### config.mk
export PLATFORM = sky130hd
export DESIGN_NAME = rsp_packet_builder_core_flat
export DESIGN_NICKNAME = d
export VERILOG_FILES = /design/src/sv/rpb_pkg.sv /design/src/sv/rpb_ifs.sv /design/src/sv/rpb_front.sv /design/src/sv/rpb_fifo.sv /design/src/sv/rpb_back.sv /design/src/sv/rsp_packet_builder_core.sv /design/src/flat_wrapper.sv
export SDC_FILE = /design/constraint.sdc
export NUM_CORES = 1
export LEC_CHECK = 0
export BUFFER_PORTS_ARGS = -buffer_cell sky130_fd_sc_hd__buf_2
export CORE_UTILIZATION = 48
export CTS_BUF_LIST = sky130_fd_sc_hd__clkbuf_4
export DETAILED_ROUTE_END_ITERATION = 7
export GPL_ROUTABILITY_DRIVEN = 0
export PLACE_DENSITY = 0.71
export SLEW_MARGIN = 20
export SYNTH_ARGS = -nofsm -noshare
export SYNTH_HDL_FRONTEND = slang
export SYNTH_SLANG_ARGS = --single-unit
### constraint.sdc
create_clock -name i_clk -period 14.6 [get_ports i_clk]
set_input_delay 0.73 -clock i_clk [delete_from_list [all_inputs] [get_ports i_clk]]
set_output_delay 0.73 -clock i_clk [all_outputs]
set_load 0.1 [all_outputs]
### src/sv/rpb_pkg.sv
`default_nettype none

package rpb_pkg;

    // fixed field widths
    localparam int CFG_W      = 13;
    localparam int FUNC_W     = 3;
    localparam int CHAR_W     = 8;
    localparam int WORD_W     = 32;
    localparam int STATUS_W   = 2;
    localparam int NCHARS     = 8;

    // defaults handed to the top level
    localparam int MAX_LIMIT_DEF = 4096;
    localparam int LIMIT_RESET   = 1024;
    localparam int QUEUE_DEPTH   = 4;

    // request function codes
    localparam logic [FUNC_W-1:0] FUNC_START    = 3'd0;
    localparam logic [FUNC_W-1:0] FUNC_RAW      = 3'd1;
    localparam logic [FUNC_W-1:0] FUNC_WORD_MSB = 3'd2;
    localparam logic [FUNC_W-1:0] FUNC_WORD_SWP = 3'd3;
    localparam logic [FUNC_W-1:0] FUNC_HEX      = 3'd4;
    localparam logic [FUNC_W-1:0] FUNC_SUM      = 3'd5;
    localparam logic [FUNC_W-1:0] FUNC_FINISH   = 3'd6;

    // job kinds after decode
    typedef logic [2:0] t_kind;
    localparam t_kind KIND_START = 3'd0;
    localparam t_kind KIND_RAW   = 3'd1;
    localparam t_kind KIND_WORD  = 3'd2;
    localparam t_kind KIND_HEX   = 3'd3;
    localparam t_kind KIND_SUM   = 3'd4;
    localparam t_kind KIND_NONE  = 3'd5;

    // status codes
    localparam logic [STATUS_W-1:0] ST_OK        = 2'd0;
    localparam logic [STATUS_W-1:0] ST_OVERFLOW  = 2'd1;
    localparam logic [STATUS_W-1:0] ST_NO_MARKER = 2'd2;

    localparam logic [CHAR_W-1:0] CHAR_DOLLAR = 8'h24;
    localparam logic [CHAR_W-1:0] CHAR_HASH   = 8'h23;
    localparam logic [3:0]        NIBBLE_MASK = 4'hF;

    typedef logic [NCHARS-1:0][CHAR_W-1:0] t_chars;

    typedef struct packed {
        t_kind  kind;
        t_chars chars;
    } t_job;

    function automatic logic [CHAR_W-1:0] hex_digit(input logic [3:0] nib);
        logic [CHAR_W-1:0] ch;
        case (nib & NIBBLE_MASK)
            4'h0: ch = "0";
            4'h1: ch = "1";
            4'h2: ch = "2";
            4'h3: ch = "3";
            4'h4: ch = "4";
            4'h5: ch = "5";
            4'h6: ch = "6";
            4'h7: ch = "7";
            4'h8: ch = "8";
            4'h9: ch = "9";
            4'ha: ch = "a";
            4'hb: ch = "b";
            4'hc: ch = "c";
            4'hd: ch = "d";
            4'he: ch = "e";
            default: ch = "f";
        endcase
        return ch;
    endfunction

endpackage

`default_nettype wire

### src/sv/rpb_ifs.sv
`default_nettype none

interface rpb_req_if;
    logic                         valid;
    logic                         ready;
    logic [rpb_pkg::FUNC_W-1:0]   func;
    logic [rpb_pkg::CHAR_W-1:0]   data_byte;
    logic [rpb_pkg::WORD_W-1:0]   value_word;

    modport source (output valid, func, data_byte, value_word, input ready);
    modport sink   (input valid, func, data_byte, value_word, output ready);
endinterface

interface rpb_rsp_if;
    logic                         valid;
    logic                         ready;
    logic [rpb_pkg::CHAR_W-1:0]   out_char;
    logic                         char_valid;
    logic                         run_last;
    logic [rpb_pkg::STATUS_W-1:0] status;

    modport source (output valid, out_char, char_valid, run_last, status, input ready);
    modport sink   (input valid, out_char, char_valid, run_last, status, output ready);
endinterface

interface rpb_cfg_if;
    logic                         valid;
    logic                         ready;
    logic [rpb_pkg::CFG_W-1:0]    data;

    modport source (output valid, data, input ready);
    modport sink   (input valid, data, output ready);
endinterface

`default_nettype wire

### src/sv/rpb_front.sv
`default_nettype none

// Decodes a request into a job: kind plus any state-independent characters.
module rpb_front (
    rpb_req_if.sink        i_req,
    output rpb_pkg::t_job  o_job,
    output logic           o_job_valid,
    input  wire logic      i_job_ready
);

    always_comb begin
        o_job       = '0;
        o_job_valid = i_req.valid;
        case (i_req.func)
            rpb_pkg::FUNC_START: begin
                o_job.kind = rpb_pkg::KIND_START;
            end
            rpb_pkg::FUNC_RAW: begin
                o_job.kind     = rpb_pkg::KIND_RAW;
                o_job.chars[0] = i_req.data_byte;
            end
            rpb_pkg::FUNC_WORD_MSB: begin
                o_job.kind = rpb_pkg::KIND_WORD;
                for (int j = 0; j < rpb_pkg::NCHARS; j++) begin
                    o_job.chars[j] = rpb_pkg::hex_digit(i_req.value_word[4*(7-j) +: 4]);
                end
            end
            rpb_pkg::FUNC_WORD_SWP: begin
                o_job.kind = rpb_pkg::KIND_WORD;
                // byte 0 first, high nibble first within each byte
                for (int b = 0; b < 4; b++) begin
                    o_job.chars[2*b]   = rpb_pkg::hex_digit(i_req.value_word[8*b+4 +: 4]);
                    o_job.chars[2*b+1] = rpb_pkg::hex_digit(i_req.value_word[8*b +: 4]);
                end
            end
            rpb_pkg::FUNC_HEX: begin
                o_job.kind     = rpb_pkg::KIND_HEX;
                o_job.chars[0] = rpb_pkg::hex_digit(i_req.data_byte[7:4]);
                o_job.chars[1] = rpb_pkg::hex_digit(i_req.data_byte[3:0]);
            end
            rpb_pkg::FUNC_SUM: begin
                o_job.kind = rpb_pkg::KIND_SUM;
            end
            default: begin
                o_job.kind = rpb_pkg::KIND_NONE;
            end
        endcase
    end

    assign i_req.ready = i_job_ready;

endmodule

`default_nettype wire

### src/sv/rpb_fifo.sv
`default_nettype none

// Small job queue between decode and execution.
module rpb_fifo #(
    parameter int DEPTH = rpb_pkg::QUEUE_DEPTH
) (
    input  wire logic          i_clk,
    input  wire logic          i_rst_n,
    input  wire logic          i_push_valid,
    output logic               o_push_ready,
    input  wire rpb_pkg::t_job i_push_job,
    output logic               o_pop_valid,
    input  wire logic          i_pop,
    output rpb_pkg::t_job      o_pop_job
);

    localparam int AW = (DEPTH > 1) ? $clog2(DEPTH) : 1;
    localparam int CW = $clog2(DEPTH + 1);

    rpb_pkg::t_job      r_mem [DEPTH];
    logic [AW-1:0]      r_wr, n_wr;
    logic [AW-1:0]      r_rd, n_rd;
    logic [CW-1:0]      r_cnt, n_cnt;
    logic               push, pop;

    assign o_push_ready = (r_cnt != CW'(DEPTH));
    assign o_pop_valid  = (r_cnt != '0);
    assign o_pop_job    = r_mem[r_rd];
    assign push         = i_push_valid && o_push_ready;
    assign pop          = i_pop && o_pop_valid;

    always_comb begin
        n_wr  = r_wr;
        n_rd  = r_rd;
        n_cnt = r_cnt;
        if (push) begin
            n_wr = (r_wr == AW'(DEPTH - 1)) ? '0 : r_wr + 1'b1;
        end
        if (pop) begin
            n_rd = (r_rd == AW'(DEPTH - 1)) ? '0 : r_rd + 1'b1;
        end
        if (push && !pop) begin
            n_cnt = r_cnt + 1'b1;
        end else if (pop && !push) begin
            n_cnt = r_cnt - 1'b1;
        end
    end

    always_ff @(posedge i_clk) begin
        if (!i_rst_n) begin
            r_wr  <= '0;
            r_rd  <= '0;
            r_cnt <= '0;
        end else begin
            r_wr  <= n_wr;
            r_rd  <= n_rd;
            r_cnt <= n_cnt;
        end
    end

    always_ff @(posedge i_clk) begin
        if (push) begin
            r_mem[r_wr] <= i_push_job;
        end
    end

endmodule

`default_nettype wire

### src/sv/rpb_back.sv
`default_nettype none

// Executes jobs: length checks, checksum state, one result per ready cycle.
module rpb_back #(
    parameter int MAX_LIMIT = rpb_pkg::MAX_LIMIT_DEF
) (
    input  wire logic          i_clk,
    input  wire logic          i_rst_n,
    input  wire logic          i_job_valid,
    input  wire rpb_pkg::t_job i_job,
    output logic               o_job_pop,
    rpb_rsp_if.source          o_rsp,
    rpb_cfg_if.sink            i_cfg
);

    localparam int LW   = $clog2(MAX_LIMIT + 1);
    localparam int CMPW = ((LW > rpb_pkg::CFG_W) ? LW : rpb_pkg::CFG_W) + 1;
    localparam int RST_LIM = (rpb_pkg::LIMIT_RESET > MAX_LIMIT) ? MAX_LIMIT
                                                                : rpb_pkg::LIMIT_RESET;
    localparam int CW = rpb_pkg::CHAR_W;

    // message state
    logic [LW-1:0]                 r_eff, n_eff;
    logic [LW-1:0]                 r_count, n_count;
    logic [CW-1:0]                 r_sum, n_sum;
    logic                          r_marker, n_marker;
    logic [rpb_pkg::STATUS_W-1:0]  r_err, n_err;

    // job in progress
    logic                          r_busy, n_busy;
    logic [2:0]                    r_left, n_left;
    logic                          r_chk, n_chk;
    logic [6:0][CW-1:0]            r_pend, n_pend;

    // output register
    logic                          r_ov, n_ov;
    logic [CW-1:0]                 r_char, n_char;
    logic                          r_cv, n_cv;
    logic                          r_last, n_last;
    logic [rpb_pkg::STATUS_W-1:0]  r_st, n_st;

    logic                          out_free;
    logic                          fail1, fail3, fail8;
    logic [CMPW-1:0]               cfg_ext;

    assign out_free  = !r_ov || o_rsp.ready;
    assign o_job_pop = out_free && !r_busy && i_job_valid;

    // room for n more characters plus terminator
    assign fail1 = ({1'b0, r_count} + (LW+1)'(2)) > {1'b0, r_eff};
    assign fail3 = ({1'b0, r_count} + (LW+1)'(4)) > {1'b0, r_eff};
    assign fail8 = ({1'b0, r_count} + (LW+1)'(9)) > {1'b0, r_eff};

    assign cfg_ext     = CMPW'(i_cfg.data);
    assign i_cfg.ready = 1'b1;

    always_comb begin
        logic          emit;
        logic          is_char;
        logic [CW-1:0] ch;
        logic          last;
        logic [rpb_pkg::STATUS_W-1:0] st;

        emit    = 1'b0;
        is_char = 1'b0;
        ch      = '0;
        last    = 1'b1;
        st      = rpb_pkg::ST_OK;

        n_eff    = r_eff;
        n_count  = r_count;
        n_sum    = r_sum;
        n_marker = r_marker;
        n_err    = r_err;
        n_busy   = r_busy;
        n_left   = r_left;
        n_chk    = r_chk;
        n_pend   = r_pend;
        n_ov     = r_ov;
        n_char   = r_char;
        n_cv     = r_cv;
        n_last   = r_last;
        n_st     = r_st;

        if (i_cfg.valid) begin
            n_eff = (cfg_ext > CMPW'(MAX_LIMIT)) ? LW'(MAX_LIMIT) : LW'(i_cfg.data);
        end

        if (out_free) begin
            if (r_busy) begin
                emit = 1'b1;
                if (r_chk && fail1) begin
                    // low hex digit no longer fits
                    n_err  = rpb_pkg::ST_OVERFLOW;
                    st     = rpb_pkg::ST_OVERFLOW;
                    n_busy = 1'b0;
                end else begin
                    is_char = 1'b1;
                    ch      = r_pend[0];
                    last    = (r_left == 3'd1);
                    n_pend  = {{CW{1'b0}}, r_pend[6:1]};
                    n_left  = r_left - 3'd1;
                    n_busy  = (r_left != 3'd1);
                end
                n_chk = 1'b0;
            end else if (i_job_valid) begin
                emit = 1'b1;
                if (i_job.kind == rpb_pkg::KIND_START) begin
                    n_count  = '0;
                    n_sum    = '0;
                    n_marker = 1'b0;
                    n_err    = rpb_pkg::ST_OK;
                end else if (r_err != rpb_pkg::ST_OK) begin
                    st = r_err;
                end else begin
                    case (i_job.kind)
                        rpb_pkg::KIND_RAW: begin
                            if (fail1) begin
                                n_err = rpb_pkg::ST_OVERFLOW;
                                st    = rpb_pkg::ST_OVERFLOW;
                            end else begin
                                is_char = 1'b1;
                                ch      = i_job.chars[0];
                            end
                        end
                        rpb_pkg::KIND_WORD: begin
                            if (fail8) begin
                                n_err = rpb_pkg::ST_OVERFLOW;
                                st    = rpb_pkg::ST_OVERFLOW;
                            end else begin
                                is_char = 1'b1;
                                ch      = i_job.chars[0];
                                last    = 1'b0;
                                n_pend  = i_job.chars[7:1];
                                n_left  = 3'd7;
                                n_busy  = 1'b1;
                            end
                        end
                        rpb_pkg::KIND_HEX: begin
                            if (fail1) begin
                                n_err = rpb_pkg::ST_OVERFLOW;
                                st    = rpb_pkg::ST_OVERFLOW;
                            end else begin
                                is_char   = 1'b1;
                                ch        = i_job.chars[0];
                                last      = 1'b0;
                                n_pend    = '0;
                                n_pend[0] = i_job.chars[1];
                                n_left    = 3'd1;
                                n_busy    = 1'b1;
                                n_chk     = 1'b1;
                            end
                        end
                        rpb_pkg::KIND_SUM: begin
                            if (!r_marker) begin
                                n_err = rpb_pkg::ST_NO_MARKER;
                                st    = rpb_pkg::ST_NO_MARKER;
                            end else if (fail3) begin
                                n_err = rpb_pkg::ST_OVERFLOW;
                                st    = rpb_pkg::ST_OVERFLOW;
                            end else begin
                                // digits of the sum as it stands before '#'
                                is_char   = 1'b1;
                                ch        = rpb_pkg::CHAR_HASH;
                                last      = 1'b0;
                                n_pend    = '0;
                                n_pend[0] = rpb_pkg::hex_digit(r_sum[7:4]);
                                n_pend[1] = rpb_pkg::hex_digit(r_sum[3:0]);
                                n_left    = 3'd2;
                                n_busy    = 1'b1;
                            end
                        end
                        default: begin
                            st = r_err;
                        end
                    endcase
                end
            end

            if (is_char) begin
                n_count = r_count + 1'b1;
                if (r_marker) begin
                    n_sum = r_sum + ch;
                end else if (ch == rpb_pkg::CHAR_DOLLAR) begin
                    n_marker = 1'b1;
                end
            end

            n_ov   = emit;
            n_char = is_char ? ch : '0;
            n_cv   = is_char;
            n_last = last;
            n_st   = is_char ? rpb_pkg::ST_OK : st;
        end
    end

    always_ff @(posedge i_clk) begin
        if (!i_rst_n) begin
            r_eff    <= LW'(RST_LIM);
            r_count  <= '0;
            r_sum    <= '0;
            r_marker <= 1'b0;
            r_err    <= rpb_pkg::ST_OK;
            r_busy   <= 1'b0;
            r_left   <= '0;
            r_chk    <= 1'b0;
            r_ov     <= 1'b0;
        end else begin
            r_eff    <= n_eff;
            r_count  <= n_count;
            r_sum    <= n_sum;
            r_marker <= n_marker;
            r_err    <= n_err;
            r_busy   <= n_busy;
            r_left   <= n_left;
            r_chk    <= n_chk;
            r_ov     <= n_ov;
        end
    end

    always_ff @(posedge i_clk) begin
        r_pend <= n_pend;
        r_char <= n_char;
        r_cv   <= n_cv;
        r_last <= n_last;
        r_st   <= n_st;
    end

    assign o_rsp.valid      = r_ov;
    assign o_rsp.out_char   = r_char;
    assign o_rsp.char_valid = r_cv;
    assign o_rsp.run_last   = r_last;
    assign o_rsp.status     = r_st;

endmodule

`default_nettype wire

### src/sv/rsp_packet_builder_core.sv
`default_nettype none

// Remote-debug packet builder. Each request starts a message, appends a raw
// character, appends a 32-bit value as eight lowercase hex digits (msb first
// or byte-swapped), appends a byte as two hex digits, or finishes the message
// with or without '#' and a two-digit mod-256 sum of everything after the
// first '$'. Every character leaves as one response; requests that emit no
// character give one response carrying the status, and run_last marks the
// final response of each request. Overflow of the configured length limit
// (terminator counted) and a checksum finish without '$' are sticky errors,
// cleared only by a start request. Requests enter a four-entry job queue at one per
// cycle while it has room; execution gives one response per cycle while the
// receiver is ready, with 1 to 8 responses per request, so single-response requests
// stream at one per cycle if nothing stalls. The first response passes the job
// queue and output register. The limit register takes effect on the next request;
// the user must write it only while the block is idle (not enforced by the block).
// Values above MAX_LIMIT act as MAX_LIMIT. No clearing pass is needed after reset.
module rsp_packet_builder_core #(
    parameter int MAX_LIMIT = rpb_pkg::MAX_LIMIT_DEF
) (
    input  wire logic   i_clk,
    input  wire logic   i_rst_n,
    rpb_req_if.sink     i_req,
    rpb_rsp_if.source   o_rsp,
    rpb_cfg_if.sink     i_cfg
);

    // decoded request into the queue
    rpb_pkg::t_job  front_job;
    logic           front_valid;
    logic           front_ready;

    // queue head to execution
    rpb_pkg::t_job  head_job;
    logic           head_valid;
    logic           head_pop;

    // classify: value digits are built here, state checks happen later
    rpb_front u_front (
        .i_req       (i_req),
        .o_job       (front_job),
        .o_job_valid (front_valid),
        .i_job_ready (front_ready)
    );

    // decouples acceptance from multi-cycle character output
    rpb_fifo #(
        .DEPTH (rpb_pkg::QUEUE_DEPTH)
    ) u_fifo (
        .i_clk        (i_clk),
        .i_rst_n      (i_rst_n),
        .i_push_valid (front_valid),
        .o_push_ready (front_ready),
        .i_push_job   (front_job),
        .o_pop_valid  (head_valid),
        .i_pop        (head_pop),
        .o_pop_job    (head_job)
    );

    // length checks, checksum, sticky error, registered response
    rpb_back #(
        .MAX_LIMIT (MAX_LIMIT)
    ) u_back (
        .i_clk       (i_clk),
        .i_rst_n     (i_rst_n),
        .i_job_valid (head_valid),
        .i_job       (head_job),
        .o_job_pop   (head_pop),
        .o_rsp       (o_rsp),
        .i_cfg       (i_cfg)
    );

endmodule

`default_nettype wire

### src/flat_wrapper.sv
// flat-port wrapper written by rule: the top's interface ports become plain ports
module rsp_packet_builder_core_flat 
#(
    parameter int MAX_LIMIT = rpb_pkg::MAX_LIMIT_DEF
)
  (i_clk, i_rst_n, i_req_valid, i_req_func, i_req_data_byte, i_req_value_word, i_req_ready, o_rsp_valid, o_rsp_out_char, o_rsp_char_valid, o_rsp_run_last, o_rsp_status, o_rsp_ready, i_cfg_valid, i_cfg_data, i_cfg_ready);
  rpb_req_if i_req_i ();
  rpb_rsp_if o_rsp_i ();
  rpb_cfg_if i_cfg_i ();
  input  wire logic i_clk;
  input  wire logic i_rst_n;
  input wire logic [$bits(i_req_i.valid)-1:0] i_req_valid;
  input wire logic [$bits(i_req_i.func)-1:0] i_req_func;
  input wire logic [$bits(i_req_i.data_byte)-1:0] i_req_data_byte;
  input wire logic [$bits(i_req_i.value_word)-1:0] i_req_value_word;
  output wire logic [$bits(i_req_i.ready)-1:0] i_req_ready;
  output wire logic [$bits(o_rsp_i.valid)-1:0] o_rsp_valid;
  output wire logic [$bits(o_rsp_i.out_char)-1:0] o_rsp_out_char;
  output wire logic [$bits(o_rsp_i.char_valid)-1:0] o_rsp_char_valid;
  output wire logic [$bits(o_rsp_i.run_last)-1:0] o_rsp_run_last;
  output wire logic [$bits(o_rsp_i.status)-1:0] o_rsp_status;
  input wire logic [$bits(o_rsp_i.ready)-1:0] o_rsp_ready;
  input wire logic [$bits(i_cfg_i.valid)-1:0] i_cfg_valid;
  input wire logic [$bits(i_cfg_i.data)-1:0] i_cfg_data;
  output wire logic [$bits(i_cfg_i.ready)-1:0] i_cfg_ready;
  assign i_req_i.valid = i_req_valid;
  assign i_req_i.func = i_req_func;
  assign i_req_i.data_byte = i_req_data_byte;
  assign i_req_i.value_word = i_req_value_word;
  assign i_req_ready = i_req_i.ready;
  assign o_rsp_valid = o_rsp_i.valid;
  assign o_rsp_out_char = o_rsp_i.out_char;
  assign o_rsp_char_valid = o_rsp_i.char_valid;
  assign o_rsp_run_last = o_rsp_i.run_last;
  assign o_rsp_status = o_rsp_i.status;
  assign o_rsp_i.ready = o_rsp_ready;
  assign i_cfg_i.valid = i_cfg_valid;
  assign i_cfg_i.data = i_cfg_data;
  assign i_cfg_ready = i_cfg_i.ready;
  rsp_packet_builder_core #(.MAX_LIMIT(MAX_LIMIT)) u_core (.i_clk(i_clk), .i_rst_n(i_rst_n), .i_req(i_req_i), .o_rsp(o_rsp_i), .i_cfg(i_cfg_i));
endmodule
After elaboration in Yosys (flattened, before gate mapping)
Memories as Yosys holds them, arrays and structs flattened. A register that Yosys moved wholly into a read port is not among the register bits. Cells that the tools add are included. W data, S select, Z words.

Register bits: 118. Bits in latches: 0. Bits in writable memories: 268. Memory bits (read-only): 1920. Input bits: 61. Output and inout port bits: 15. Logic and storage cells: 234. Memories: 21.

Memories: u_core.u_fifo.r_mem (words 4, bits a word 67, read ports 1, clocked after memory_dff 1, write ports 1, line rpb_fifo.sv:20) `rpb_pkg::t_job r_mem [DEPTH];`; (name not given) (words 16, bits a word 6, read ports 1, clocked after memory_dff 1, write ports 0, line rpb_pkg.sv:54) `case (nib & NIBBLE_MASK)`; (name not given) (words 16, bits a word 6, read ports 1, clocked after memory_dff 1, write ports 0, line rpb_pkg.sv:54); (name not given) (words 16, bits a word 6, read ports 1, clocked after memory_dff 0, write ports 0, line rpb_pkg.sv:54); (name not given) (words 16, bits a word 6, read ports 1, clocked after memory_dff 0, write ports 0, line rpb_pkg.sv:54); (name not given) (words 16, bits a word 6, read ports 1, clocked after memory_dff 0, write ports 0, line rpb_pkg.sv:54); 15 more memories.

Add/subtract/negate cells: 10. $mul: 0. Div/mod/pow operators: 0. $lt $le $gt $ge: 4. Eq/ne operators: 29. Shift-type cells: 0. Multiplexer cells: 118. Bitwise logic cells: 0. Reduce and logical (&&, ||, !) cells: 29.

Operator list (count): $mux W56 (9); $pmux W56 S3 (1); $mux W8 (13); $pmux W48 S2 (1); $mux W13 (5); $pmux W8 S3 (2); $mux W1 (44); $gt A14 B13 Y1 (3); $mux W2 (18); $mux W3 (11); $pmux W8 S4 (1); $ne A3 B3 Y1 const B (6); $mux W4 (4); $pmux W3 S5 (1); $add A13 B2 Y14 const B (1); $add A13 B3 Y14 const B (1); $add A13 B4 Y14 const B (1); $add A13 B1 Y13 const B (1); $gt A13 B13 Y1 const B (1); $eq A3 B2 Y1 const B (4); $mux W6 (2); $pmux W2 S3 (2); $reduce_bool A2 Y1 (6); $reduce_and A10 Y1 (1); other kinds (27) (51).

Depth between registers and ports, before layout
Depth after elaboration: 15. Gate-level depth with buffers: 28. Gate-level depth less buffers: 28.

Modules after synthesis
From an unflattened synthesis, not the netlist that was laid out.

Cell total of the unflattened synthesis: 1457. Area, all modules: 19505.0 µm².

Modules (own cells, without submodules): rpb_fifo (instances 1, cells an instance 401, area an instance 10152.2 µm², seq. area each 8227.9 µm²); rpb_back (instances 1, cells an instance 737, area an instance 7374.6 µm², seq. area each 3143.0 µm²); rpb_front (instances 1, cells an instance 319, area an instance 1978.1 µm², seq. area each 0.0 µm²).

Worst setup path before layout
OpenSTA, ideal clock, no wires.

Path type: register to register. Start point: register u_core.u_back.r_count[4]. End point: register with a tool-made name. Library setup time: 60 ps. Arrival: 5249 ps. Data required time: 14540 ps. Slack: 9291 ps. Cell stages (with the launch flop): 27. Buffers on the path: 3. Period minus slack after synthesis: 5309 ps. Cells stage by stage: dfxtp_1 buf_2 and3_1 clkbuf_1 o21ai_0 nor2_1 xor2_1 ha_1 nand3_1 or3_1 a31oi_1 o41ai_1 nand3_1 a21oi_2 clkbuf_1 a22o_1 ha_1 a21oi_1 o21ai_0 a21o_1 a21o_1 o21a_1 a2111oi_4 mux2i_1 nand2_2 inv_2 and3_1.

RTL lines: start, declared (line rpb_back.sv:24) `logic [LW-1:0] r_count, n_count;`; start signal, assigned (line rpb_back.sv:210) `r_count <= n_count;`.

==> impl_results.md <==
- Status: finished clean
- DRT antenna net count: 0
- Clk Latency, worst-skew pair: 0.75 ns
- Predominant post-synthesis flop cell: edfxtp_1
- Vias in the first global route: 11700
- Met3 WL: ~2000 um
- Yosys cell types: 84
- Total core area: 35600 um^2
- Worst Path Class, Setup: reg -> reg
- Longest Clk Path Bufs: 3
- Slew at the pin closest to its max-slew limit: 0.950 ns
- Sink Count: 345
- Layout Nets: 1663
- DR iter-0 viols: 855
- Drt drc: 0
- Leakage: 7.36 nW
- Die Height: 192 um
- WP buf/inv: 2
- Width of the die: between 150 and 200 um
- Cts bufs inserted: 88
- Syn_area_per_cell: about 12 um^2
- Placed cells: 1887
- Hold Vio Cnt, Final: 0
- Post-Syn Nets: 1574
- Delay-heaviest family, CP: compound AO/OA/AOI/OAI gates
- Layout cells sized above 1: 19.3%
- Htree depth: 3
- Synth Cell Area: 17400 um^2
- Top layer in use: met5
- Global-route wire length before repair: 59000 um
- Crit path launch type: flop
- Peak VDD IR: roughly 0.000084 V
- Worst EP required: roughly 15 ns
- Setup Buffers After CTS: 0
- Peak Freq: 148 MHz
- Met2 routed WL: 18400 um
- Cell row count: ~70
- Worst-path fanout max: 17
- Final std cells w/o fill: 2045
- Ports: 76
- Design Power: 3.11 mW
- Total number of vias: 11500
- Setup-failing EPs final: 0
- Antenna violations before repair: 2
- CTS tree: yes
- GRT Resource Usage Total: between 20% and 30%
- Post-cts sizing count: 0
- Met1 wire length: 15900 um
- Synth warn: 0
- FF-to-FF Start: u_core.u_back.r_count[3]
- Die Footprint: 37000 um^2
- Commonest non-fill, non-tap cell in the layout: edfxtp_1
- GRT Residual Overflow: 0
- Cells after Synth: approximately 1400
- Crit path launch: u_core.u_back.r_count[3]
- CTS Hold Bufs: 0
- Max Slew Vio Count: 0
- Reg2reg setup slack: 7.84 ns
- Slowest cell delay on critical path: 0.81 ns
- Final Skew: about 0.090 ns
- Setup tns final: 0 ns
- Period minus WS final: about 6.8 ns
- Largest net degree at the start of global routing: 100
- EDFF count, synth: 281
- Area growth syn-to-layout: 10.2%
- Seq/Total Area, Yosys: a little under three fifths
- Tcrit/Tclk final: 46.3%
- HP Start: i_cfg_data[0]
- Drt wl/cell: 18.0 um
- Clk pin slew, worst setup/hold paths: 0.07 ns
- DP HPWL: 24100 um
- PD cells: approximately 160 nW/um^2
- RSZ-0062 raised after global routing: false
- Port buffer count: 74
- CP max stage cell: o41ai_1
- Crit end category: flop
- Initial core utilization: 48.9%
- Worst Path Arrival: 7.40 ns
- Routed vias/inst: 5.60
- Pre-antenna DRT Iters: 5
- Async SR Flop Fraction: 0%
- Commonest cells after routing, fill and taps aside: 281 x edfxtp_1, 156 x nand2_1, 121 x clkbuf_4, 89 x nor2_1, 84 x ha_1
- Drt total wl: 36900 um
- Relative slew slack: 36.7%
- Max-cap viol count: 0
- CTS root buffer: clkbuf_4
- Synth Register Bits: 345
- Worst Hold Class: in -> reg
==> sequential cells by signal, indices dropped and copies added, names as in the netlist, named ones only <==
name and cells:
u_core.u_back.r_busy 1, u_core.u_back.r_pend 49, u_core.u_fifo.r_rd 2, u_core.u_fifo.r_cnt 3, u_core.u_back.r_marker 1, u_core.u_back.o_rsp.status 2
u_core.u_fifo.r_wr 2, u_core.u_back.r_err 2, u_core.u_back.o_rsp.run_last 1, u_core.u_back.o_rsp.valid 1, u_core.u_back.r_sum 8, u_core.u_back.r_eff 13
u_core.u_back.o_rsp.char_valid 1, u_core.u_back.o_rsp.out_char 8, u_core.u_back.r_chk 1, u_core.u_back.r_left 3, u_core.u_fifo.r_mem 220, u_core.u_back.r_count 13
==> final cells by class <==
class / count / area [um^2]
Fill cell: 3063 / 16400
Clock inverter: 36 / 178
Sequential cell: 345 / 9730
Antenna cell: 1 / 2.50
Tap cell: 461 / 577
Clock buffer: 121 / 908
Timing Repair Buffer: 85 / 453
Inverter: 77 / 289
Multi-Input combinational cell: 919 / 7020
==> metal layers <==
metal	up-vias	global-route usage [%]
li1	5498	-
met1	5586	25.9
met2	318	35.6
met3	50	3.64
met4	2	6.48
met5	-	0
==> kinds of logic (layout without fill, tap and decap cells) <==
logic type,count (synthesis),in the layout,synth area share (%)
DFF,345,345,55.9
adders and majority gates,86,86,6.28
and+or+nand+nor,414,414,11.5
buffers and inverters,163,319,3.79
xor gates and xnor gates,47,47,2.37
AOI/OAI and AO/OA,251,251,9.12
other,1,2,0.0216
muxes,120,120,11.0
==> worst min-delay path, delay by kind of cell <==
family / cells / cell delay [ns]
AO/OA/AOI/OAI: 1 / 0.06
buffers and inverters: 1 / 0.10
AND/OR/NAND/NOR: 1 / 0.09
==> worst paths after layout <==
path | endpoint | depth (start not counted)
worst min register to register | flop | 2
worst max-delay path | flop | 25
worst min-delay path | u_core.u_back.r_eff[0] | 3
worst max register to register | flop | 25
==> stage by stage <==
step	worst slack [ns]	utilization, %	cell area, um^2	hold WS [ns]
2_1_floorplan	9.29	-	17400	0.467
3_3_place_gp	8.28	50.8	18100	0.480
3_5_place_dp	7.96	50.8	18100	0.497
4_1_cts	7.90	53.8	19100	0.271
6_report	7.84	53.8	19100	0.324
5_1_grt	7.29	53.8	19100	0.335
==> cells in the mapped netlist, drive strengths merged (10+ instances only) <==
cell type / instances / area share [%]
and2: 33 / 1.2
xor2: 24 / 1.2
nor2: 90 / 2.0
nor2b: 19 / 0.68
xnor2: 23 / 1.2
dfxtp: 64 / 7.4
ha: 84 / 6.0
a22oi: 13 / 0.56
nand2: 157 / 3.4
inv: 76 / 1.6
buf: 24 / 0.78
mux2i: 52 / 3.0
o22ai: 14 / 0.50
nand3: 36 / 1.1
a21o: 10 / 0.43
nor3: 14 / 0.40
mux4: 55 / 7.2
mux2: 13 / 0.86
nand4: 12 / 0.55
a31oi: 10 / 0.36
clkbuf: 62 / 1.3
edfxtp: 281 / 49
o21ai: 80 / 2.3
a21oi: 70 / 2.2
==> power by group <==
part           leakage, nW  switching, mW  internal (mW)  total (mW)
sequential            3.14         0.0636           1.29        1.36
combinational         3.59          0.633          0.337       0.970
clock                0.637          0.392          0.390       0.782
total                 7.36           1.09           2.02        3.11
Note: power is estimated with default switching activity, not from simulation.
